**config.mk**
```make
export PLATFORM = sky130hd
export DESIGN_NAME = escaped_api_frame_receiver_core
export DESIGN_NICKNAME = d
export VERILOG_FILES = /design/src/eafr_pkg.sv /design/src/eafr_step.sv /design/src/escaped_api_frame_receiver_core.sv
export SDC_FILE = /design/constraint.sdc
export NUM_CORES = 1
export LEC_CHECK = 0
export ABC_AREA = 0
export BUFFER_PORTS_ARGS = -buffer_cell sky130_fd_sc_hd__buf_2
export CORE_MARGIN = 1
export CORE_UTILIZATION = 45
export CTS_BUF_LIST = sky130_fd_sc_hd__clkbuf_8
export DETAILED_ROUTE_END_ITERATION = 6
export MAX_ROUTING_LAYER = met4
export PLACE_DENSITY = 0.71
export SLEW_MARGIN = 20
export SYNTH_ARGS = -nofsm -noshare
export SYNTH_HDL_FRONTEND = slang
export SYNTH_HIERARCHICAL = 1
export SYNTH_SLANG_ARGS = --single-unit
```
**constraint.sdc**
```tcl
create_clock -name i_clk -period 3.2 [get_ports i_clk]
set_input_delay 0.64 -clock i_clk [delete_from_list [all_inputs] [get_ports i_clk]]
set_output_delay 0.64 -clock i_clk [all_outputs]
set_load 0.1 [all_outputs]
```
**src/eafr_pkg.sv**
```systemverilog
`timescale 1ns / 1ps
// ----------------------------------------------------------------------------
// Escaped API frame receiver package
// Shared types and constants for the frame receiver: the parser state, the
// result record and the event codes.
// ----------------------------------------------------------------------------
package eafr_pkg;

    // Framing bytes and checksum constants.
    localparam logic [7:0] START_MARK  = 8'h7E;
    localparam logic [7:0] ESCAPE_MARK = 8'h7D;
    localparam logic [7:0] ESCAPE_FLIP = 8'h20;
    localparam logic [7:0] SUM_GOOD    = 8'hFF;
    localparam logic [7:0] RX_TYPE_RST = 8'h90;

    // Position codes within a frame; payload starts at POS_PAYLOAD.
    localparam int unsigned POS_W       = 17;
    localparam logic [POS_W-1:0] POS_HUNT    = 17'd0;
    localparam logic [POS_W-1:0] POS_LEN_HI  = 17'd1;
    localparam logic [POS_W-1:0] POS_LEN_LO  = 17'd2;
    localparam logic [POS_W-1:0] POS_TYPE    = 17'd3;
    localparam logic [POS_W-1:0] POS_PAYLOAD = 17'd4;

    // Event reported with each result.
    typedef enum logic [2:0] {
        EV_PAYLOAD        = 3'd0,
        EV_GOOD           = 3'd1,
        EV_BAD_SUM        = 3'd2,
        EV_START_IN_FRAME = 3'd3,
        EV_ZERO_LENGTH    = 3'd4
    } t_event;

    // Parser state carried from one byte to the next.
    typedef struct packed {
        logic [POS_W-1:0] position;
        logic [15:0]      frame_length;
        logic [7:0]       running_sum;
        logic             escape_pending;
        logic [7:0]       current_type;
    } t_state;

    // One result record.
    typedef struct packed {
        t_event      event_res;
        logic [7:0]  data_byte;
        logic [15:0] byte_index;
        logic [7:0]  frame_type;
        logic        is_receive_packet;
    } t_result;

endpackage

```
**src/eafr_step.sv**
```systemverilog
`timescale 1ns / 1ps
// ----------------------------------------------------------------------------
// Escaped API frame receiver step logic
// Combinational update of the parser state for one raw byte, together with
// the result that the byte produces, if any.
// ----------------------------------------------------------------------------
module eafr_step
    import eafr_pkg::*;
(
    input  t_state       i_state,
    input  logic [7:0]   i_raw,
    input  logic [7:0]   i_rx_type,
    output t_state       o_state,
    output logic         o_res_valid,
    output t_result      o_res
);

    logic [7:0]       w_byte;
    logic             w_take;
    logic [7:0]       w_sum;
    logic [POS_W-1:0] w_end_pos;
    logic [POS_W-1:0] w_index;

    // Running sum including this byte, and the checksum position.
    assign w_sum     = i_state.running_sum + w_byte;
    assign w_end_pos = {1'b0, i_state.frame_length} + POS_TYPE;
    assign w_index   = i_state.position - POS_PAYLOAD;

    // Unescape the byte and decide whether it carries data.
    always_comb begin
        w_byte = i_raw;
        w_take = 1'b0;
        if (i_state.position != POS_HUNT && i_raw != START_MARK) begin
            if (i_state.escape_pending) begin
                w_byte = i_raw ^ ESCAPE_FLIP;
                w_take = 1'b1;
            end else if (i_raw != ESCAPE_MARK) begin
                w_take = 1'b1;
            end
        end
    end

    // State update and result selection.
    always_comb begin
        o_state     = i_state;
        o_res_valid = 1'b0;
        o_res       = '{event_res: EV_PAYLOAD, data_byte: 8'h00, byte_index: 16'h0000,
                        frame_type: i_state.current_type, is_receive_packet: 1'b0};

        if (i_state.position == POS_HUNT) begin
            // Hunting: only a start byte matters.
            if (i_raw == START_MARK) begin
                o_state.position       = POS_LEN_HI;
                o_state.running_sum    = 8'h00;
                o_state.escape_pending = 1'b0;
                o_state.current_type   = 8'h00;
            end
        end else if (i_raw == START_MARK) begin
            // A start byte inside a frame abandons it and opens a new one.
            o_res_valid            = 1'b1;
            o_res.event_res        = EV_START_IN_FRAME;
            o_state.position       = POS_LEN_HI;
            o_state.running_sum    = 8'h00;
            o_state.escape_pending = 1'b0;
            o_state.current_type   = 8'h00;
        end else if (!w_take) begin
            // Escape byte: the next raw byte is flipped.
            o_state.escape_pending = 1'b1;
        end else begin
            o_state.escape_pending = 1'b0;
            case (i_state.position)
                POS_LEN_HI: begin
                    o_state.frame_length = {w_byte, 8'h00};
                    o_state.position     = POS_LEN_LO;
                end
                POS_LEN_LO: begin
                    o_state.frame_length = {i_state.frame_length[15:8], w_byte};
                    if ({i_state.frame_length[15:8], w_byte} == 16'h0000) begin
                        o_state.position = POS_HUNT;
                        o_res_valid      = 1'b1;
                        o_res.event_res  = EV_ZERO_LENGTH;
                    end else begin
                        o_state.position = POS_TYPE;
                    end
                end
                POS_TYPE: begin
                    o_state.current_type = w_byte;
                    o_state.running_sum  = w_byte;
                    o_state.position     = POS_PAYLOAD;
                end
                default: begin
                    o_state.running_sum = w_sum;
                    o_res_valid         = 1'b1;
                    if (i_state.position >= w_end_pos) begin
                        // Checksum byte closes the frame.
                        o_state.position = POS_HUNT;
                        if (w_sum == SUM_GOOD) begin
                            o_res.event_res         = EV_GOOD;
                            o_res.is_receive_packet = (i_state.current_type == i_rx_type);
                        end else begin
                            o_res.event_res = EV_BAD_SUM;
                        end
                    end else begin
                        o_res.event_res  = EV_PAYLOAD;
                        o_res.data_byte  = w_byte;
                        o_res.byte_index = w_index[15:0];
                        o_state.position = i_state.position + 17'd1;
                    end
                end
            endcase
        end
    end

endmodule

```
**src/escaped_api_frame_receiver_core.sv**
```systemverilog
`timescale 1ns / 1ps
// ----------------------------------------------------------------------------
// Escaped API frame receiver
// Parses escaped API frames from a raw byte stream and reports payload bytes
// and frame status events.
// ----------------------------------------------------------------------------
// The receiver takes one raw serial byte per clock cycle and produces at most
// one result per byte, in the cycle after the byte transfer. The whole state
// update for a byte is a combinational step, so a new byte is accepted every
// cycle while the output register is empty or being drained; only a stalled
// output holds up the input. Bytes before a start mark produce no result.
// The receive frame type register resets to 0x90 and is written by a single
// write enable; write it only while the receiver is idle.
// ----------------------------------------------------------------------------
module escaped_api_frame_receiver_core
    import eafr_pkg::*;
(
    input  logic        i_clk,
    input  logic        i_rst_n,
    // Configuration: receive_frame_type.
    input  logic        i_cfg_wr_en,
    input  logic [7:0]  i_cfg_wr_data,
    // Input stream.
    input  logic        i_s_axis_tvalid,
    output logic        o_s_axis_tready,
    input  logic [7:0]  i_s_axis_tdata,   // [7:0] rx_byte
    // Output stream.
    output logic        o_m_axis_tvalid,
    input  logic        i_m_axis_tready,
    output logic [31:0] o_m_axis_tdata,   // [7:0] data_byte, [23:8] byte_index,
                                          // [31:24] frame_type
    output logic [3:0]  o_m_axis_tuser    // [2:0] event_res, [3] is_receive_packet
);

    t_state     r_state;
    t_state     n_state;
    logic [7:0] r_rx_type;
    logic       r_out_valid;
    t_result    r_out;
    logic       w_res_valid;
    t_result    w_res;
    logic       w_in_xfer;

    // Input is taken whenever the output register can take a result.
    assign o_s_axis_tready = !r_out_valid || i_m_axis_tready;
    assign w_in_xfer       = i_s_axis_tvalid && o_s_axis_tready;

    eafr_step u_step (
        .i_state     (r_state),
        .i_raw       (i_s_axis_tdata),
        .i_rx_type   (r_rx_type),
        .o_state     (n_state),
        .o_res_valid (w_res_valid),
        .o_res       (w_res)
    );

    // Configuration register.
    always_ff @(posedge i_clk) begin
        if (!i_rst_n) begin
            r_rx_type <= RX_TYPE_RST;
        end else if (i_cfg_wr_en) begin
            r_rx_type <= i_cfg_wr_data;
        end
    end

    // Parser state advances on each input transfer.
    always_ff @(posedge i_clk) begin
        if (!i_rst_n) begin
            r_state <= '0;
        end else if (w_in_xfer) begin
            r_state <= n_state;
        end
    end

    // Output valid flag.
    always_ff @(posedge i_clk) begin
        if (!i_rst_n) begin
            r_out_valid <= 1'b0;
        end else if (o_s_axis_tready) begin
            r_out_valid <= w_in_xfer && w_res_valid;
        end
    end

    // Output payload register.
    always_ff @(posedge i_clk) begin
        if (o_s_axis_tready) begin
            r_out <= w_res;
        end
    end

    assign o_m_axis_tvalid = r_out_valid;
    assign o_m_axis_tdata  = {r_out.frame_type, r_out.byte_index, r_out.data_byte};
    assign o_m_axis_tuser  = {r_out.is_receive_packet, r_out.event_res};

    // An escape is only pending inside a frame.
    a_escape_in_frame: assert property (@(posedge i_clk) disable iff (!i_rst_n)
        r_state.escape_pending |-> r_state.position != POS_HUNT)
        else $error("escape pending while hunting");

    // In the payload the length is non-zero and the position never passes
    // the checksum byte.
    a_pos_bound: assert property (@(posedge i_clk) disable iff (!i_rst_n)
        r_state.position >= POS_PAYLOAD |->
            (r_state.frame_length != 16'h0000) &&
            (r_state.position <= {1'b0, r_state.frame_length} + POS_TYPE))
        else $error("payload position out of range");

    // A start byte taken while hunting opens a frame.
    a_start_opens: assert property (@(posedge i_clk) disable iff (!i_rst_n)
        w_in_xfer && r_state.position == POS_HUNT && i_s_axis_tdata == START_MARK
        |=> r_state.position == POS_LEN_HI && !r_state.escape_pending)
        else $error("start byte did not open a frame");

    // A byte taken while hunting never gives a result.
    a_hunt_silent: assert property (@(posedge i_clk) disable iff (!i_rst_n)
        w_in_xfer && r_state.position == POS_HUNT |=> !o_m_axis_tvalid)
        else $error("result produced while hunting");

    // Only good frames can be flagged as receive packets.
    a_rx_flag: assert property (@(posedge i_clk) disable iff (!i_rst_n)
        r_out_valid && r_out.is_receive_packet |-> r_out.event_res == EV_GOOD)
        else $error("receive flag on a non-good event");

endmodule

```
=== Word-level counts from Yosys, hierarchy flattened ===
Index checks and enable logic that the tools add are counted.

* Bits in registers: 95
* Output and inout port bits: 38
* Input port bits: 21

* Add/sub/neg operators: 4
* Multiplexer cells: 33
* Bitwise logic cells: 7
* Order comparisons: 1
* Equal/unequal tests: 10
* Reductions and logical operators: 23

{| class="wikitable"
|+ Operator list
! kind !! number
|-
| $mux 17 || 7
|-
| $pmux 17 s3 || 1
|-
| $mux 24 || 2
|-
| $mux 41 || 1
|-
| $eq 17x2->1 const B || 2
|-
| $pmux 16 s2 || 1
|-
| $mux 26 || 1
|-
| $add 16x2->17 const B || 1
|-
| $add 17x1->17 const B || 1
|-
| $eq 17x1->1 const B || 1
|-
| $ge 17x17->1 || 1
|-
| $logic_not 17->1 || 1
|-
| $reduce_bool 17->1 || 1
|-
| $logic_not 16->1 || 1
|-
| $mux 8 || 2
|-
| $ne 8x7->1 const B || 2
|-
| $pmux 8 s2 || 1
|-
| $sub 16x3->16 const B || 1
|-
| $mux 6 || 2
|-
| $add 8x8->8 || 1
|-
| $eq 8x7->1 const B || 1
|-
| $eq 8x8->1 || 1
|-
| $eq 8x8->1 const B || 1
|-
| $mux 1 || 8
|-
| other kinds (20) || 36
|}

=== Depth between registers and ports, before layout ===
* Depth in word-level cells: 10
* Mapped depth: 18
* Mapped depth without buffers: 17

=== Modules after synthesis ===
Netlist, hierarchy kept.

{| class="wikitable"
|+ Modules (own cells, without submodules)
! module !! times used !! area an instance (µm²) !! cells each !! sequential area each (µm²)
|-
| escaped_api_frame_receiver_core || 1 || 3465.8 || 284 || 2262.2
|-
| eafr_step || 1 || 2964.1 || 459 || 0.0
|}

=== Worst setup path before layout ===
No wires, ideal clock.

* Path kind: register -> register
* Start point: register r_state[43] (netlist name)
* End point: register r_out (netlist bit o_m_axis_tuser[0]) (data pin)
* Data arrival time: 3256 ps
* Setup slack: -209 ps
* Cell stages (with the launch flop): 15
* Cell sequence: dfxtp_1 buf_2 or4_4 nor3_4 nand3_2 and3_1 xnor2_2 inv_2 ha_1 o21a_1 o21a_1 o22ai_1 xnor2_1 or4_1 o21ai_0

* Longest elaborated chain between the ends: 10
* Elaborated cells on any way between the ends: 17

{| class="wikitable"
|+ RTL lines
! item !! line !! source
|-
| from (decl) || escaped_api_frame_receiver_core.sv:35 || <nowiki>t_state r_state;</nowiki>
|-
| from (signal assigned) || escaped_api_frame_receiver_core.sv:71 || <nowiki>r_state <= n_state;</nowiki>
|-
| $reduce_bool 17->1 || eafr_step.sv:33 || <nowiki>if (i_state.position != POS_HUNT && i_raw != START_MARK) begin</nowiki>
|-
| $logic_and 1x1->1 || eafr_step.sv:33 ||
|-
| $mux 6 || eafr_step.sv:33 ||
|-
| $add 8x8->8 || eafr_step.sv:25 || <nowiki>assign w_sum = i_state.running_sum + w_byte;</nowiki>
|-
| $eq 8x8->1 || eafr_step.sv:97 || <nowiki>if (w_sum == SUM_GOOD) begin</nowiki>
|-
| $mux 2 || eafr_step.sv:97 ||
|-
| $mux 3 || eafr_step.sv:94 || <nowiki>if (i_state.position >= w_end_pos) begin</nowiki>
|-
| $pmux 3 s2 || eafr_step.sv:71 || <nowiki>case (i_state.position)</nowiki>
|-
| $mux 26 || eafr_step.sv:66 || <nowiki>end else if (!w_take) begin</nowiki>
|-
| $mux 2 || eafr_step.sv:58 || <nowiki>end else if (i_raw == START_MARK) begin</nowiki>
|-
| to (signal assigned) || escaped_api_frame_receiver_core.sv:87 || <nowiki>r_out <= w_res;</nowiki>
|-
| to (decl) || escaped_api_frame_receiver_core.sv:39 || <nowiki>t_result r_out;</nowiki>
|}

Several ways; a longest one is shown, not always the timed one.
A chain may end at the register's enable or synchronous reset.

=== Worst setup path after layout ===
* Start point: register r_state[45] (netlist name)
* End point: register r_out (netlist bit o_m_axis_tuser[0]) (data pin)

Same word-level chain as after synthesis.

==> impl_metrics.yaml <==
sta:
  worst_slew_pin_slew_ns: 0.782
  final_max_slew_viol_count: 0
  fin_crit_sh_pct: 103
  maxSlewHeadroom_pct: 47.9
  holdWs_ns: 0.485
  layout_min_cycle_time_ns: 3.30
  setup_tns_ns: -0.102
  fin_ws_ns: -0.102
  hold_viol_final: 0
  clock.fmax_mhz: 303
  rsz0062_at_grt: "yes"
  finClkSkew_ns: 0.0189
  setup_viol_count_final: 1
power:
  power.total_mw: 4.21
  vdd_drop_max_mv: 0.264
  intPower_mw: 2.38
  power_frac_clock_pct: 20.5
  power_density_nw_per_um2: 555
  switching_power_mw: 1.83
  sw_frac_of_total_pct: 43.4
  leakage_nw: 3.35
  combPwrFrac_pct: 44.7
  p_seq_share_pct: 34.8
synth:
  synthArstFlopShare_pct: 0
  synthDistinctLibCells: 63
  synthTopCellsByArea: "dfxtp_1, edfxtp_1, nand2_1"
  synth_top_area_cell: "dfxtp_1"
  yosysSeqAreaShare_pct: 35.2
  synthFlopType: "dfxtp_1"
  yosysWarningCount: 6
  synth_edf_count: 36
  synth_top_area_share_pct: 18.4
  synthesis.nets: 797
  avgSynthCellArea_um2: 8.65
  synth-seq-cells: 95
  syn_area_um2: 6430
  ys_top_cells_by_count: "nand2_1, mux2i_1, dfxtp_1, nor2_1, edfxtp_1"
  synth_cells: 743
  yosys.cell_count.top_type: "nand2_1"
clocking:
  cts_tree: "built"
  htreeDepth: 3
  cts_max_path_buffers: 2
  root_buffer: "clkbuf_8"
  worstSkewPairLatency_ns: 0.38
  cts_inserted_buffers: 9
  numClockSinks: 95
  clk_pin_slew_ns: 0.11
cells_and_area:
  post-route-util_pct: 54.3
  finish.net_count: 879
  diodes: 0
  syn_to_final_growth_pct: 17.7
  instances_no_fill: 1010
  drive_gt1_share_pct: 23.5
  fin_area_um2: 7570
global_routing:
  grt_first_pass_wirelength_um: 25600
  grt-busiest-layer: "met2"
  antenna_found_initial: 0
  grt_use_total_pct: 23.0
  grt_pass1_vias: 4933
  grt_max_degree: 110
  use_met3_pct: 3.51
  grt_remaining_overflow: 0
  use_met1_pct: 31.8
  grt.met2_usage_pct: 34.3
worst_setup_path:
  crit_arrival_ns: 3.53
  rr_startpoint: "r_state[45]"
  start_kind: "flip-flop"
  critPathKind: "flip-flop to flip-flop"
  crit_start: "r_state[45]"
  crit_fanout: 3
  endpoint_kind: "flip-flop"
  required_ns: 3.42
  r2r_slack_ns: -0.10
route:
  remaining_drc_errors: 0
  num_vias: 5710
  wire_per_inst_um: 16.5
  ant_nets: 0
  firstDrtPassIters: 5
  drt_wl_total_um: 16600
  post_drt_via_cell_ratio: 5.65
  drt_iter0_markers: 485
place:
  place.gp.congestion: 0.937
  io_buffers: 58
  dpl.cell_count: 986
  dpl_cell_area_um2: 7100
  hpwlAfterDp_um: 11700
  place_ws_ns: 0.0246
floorplanning:
  core_um2: 13900
  floorplan.initialDensity_pct: 46.1
  ios: 59
  die_x_um: 122
  num_rows: 43
  die-area_um2: 14800
  die_y_um: 122
job:
  drv_cap: 0
outcome:
  violations: "negative setup slack"
  status: "complete, but fails checks"
worst_hold_path:
  min_path_type: "primary input to flip-flop"
  hold_start: "i_cfg_wr_data[7]"
[cell families (layout without fill, tap and decap cells)]
logic type | count (synthesis) | in the layout | synth area share, %
and+or+nand+nor | 329 | 329 | 24.8
AOI/OAI and AO/OA | 111 | 111 | 11.3
DFF | 95 | 95 | 35.2
buffers and inverters | 69 | 156 | 6.44
muxes | 61 | 61 | 9.50
xor gates and xnor gates | 45 | 45 | 6.25
adders and majority gates | 33 | 33 | 6.54
[critical path, cell delays in order, from the launching register on]
cell	delay (ns)
dfxtp_2	0.33
or4_4	0.56
nor3_4	0.24
nand3_2	0.14
and3_4	0.22
xnor2_4	0.14
inv_2	0.08
ha_4	0.22
o21a_1	0.10
o21a_1	0.18
o22ai_2	0.21
xnor2_2	0.14
or4_4	0.43
o21ai_2	0.14
[worst paths after layout]
check                           end  cells past startpoint
setup / recovery  o_m_axis_tuser[0]                     13
hold reg to reg         r_state[12]                      2
setup reg to reg  o_m_axis_tuser[0]                     13
hold / removal         r_rx_type[7]                      3
[power groups by stage]
stage          Combinational [mW]  Clock, mW  Sequential, mW
2_1_floorplan               0.801          0            2.07
3_3_place_gp                 1.75          0            1.49
3_5_place_dp                 1.77          0            1.49
4_1_cts                      1.78      0.878            1.46
5_1_grt                      2.00      0.915            1.48
6_report                     1.88      0.861            1.46
[routing by layer]
metal,vias to the layer above,share of wire (%)
li1,2790,-
met1,2674,46
met2,218,45
met3,28,7.3
met4,0,1.8
met5,-,0
[registers in the layout, summed over array words and instances, names as in the netlist]
name	count
r_rx_type	8
o_m_axis_tdata	32
r_state	50
o_m_axis_tuser	4
o_m_axis_tvalid	1
[timing repair]
action	in CTS	in global routing
resized for setup	2	44
hold buffers	0	0
gates cloned	0	1
endpoints found under the hold margin	0	0
setup endpoints to repair	2	40
buffers inserted	0	7
pin swaps	1	24
[cell type report]
cell class / instances / area [µm²]
Clock buffer: 11 / 151
Clock inverter: 5 / 63.8
Tap cell: 180 / 225
Timing Repair Buffer: 127 / 861
Fill cell: 1280 / 6360
Inverter: 13 / 48.8
Sequential cell: 95 / 2270
Multi-Input combinational cell: 579 / 3950
[cells in the final DEF (no fill, tap or decap), drive strengths merged, types with 19 or more instances in the layout]
cell and count:
nor2 40, o21ai 22, dfxtp 59, nand3 27, mux2i 61, nand2 165
a21oi 28, ha 32, xor2 19, edfxtp 36, xnor2 26, buf 127
No activity file was read; power rests on OpenSTA's default activity.
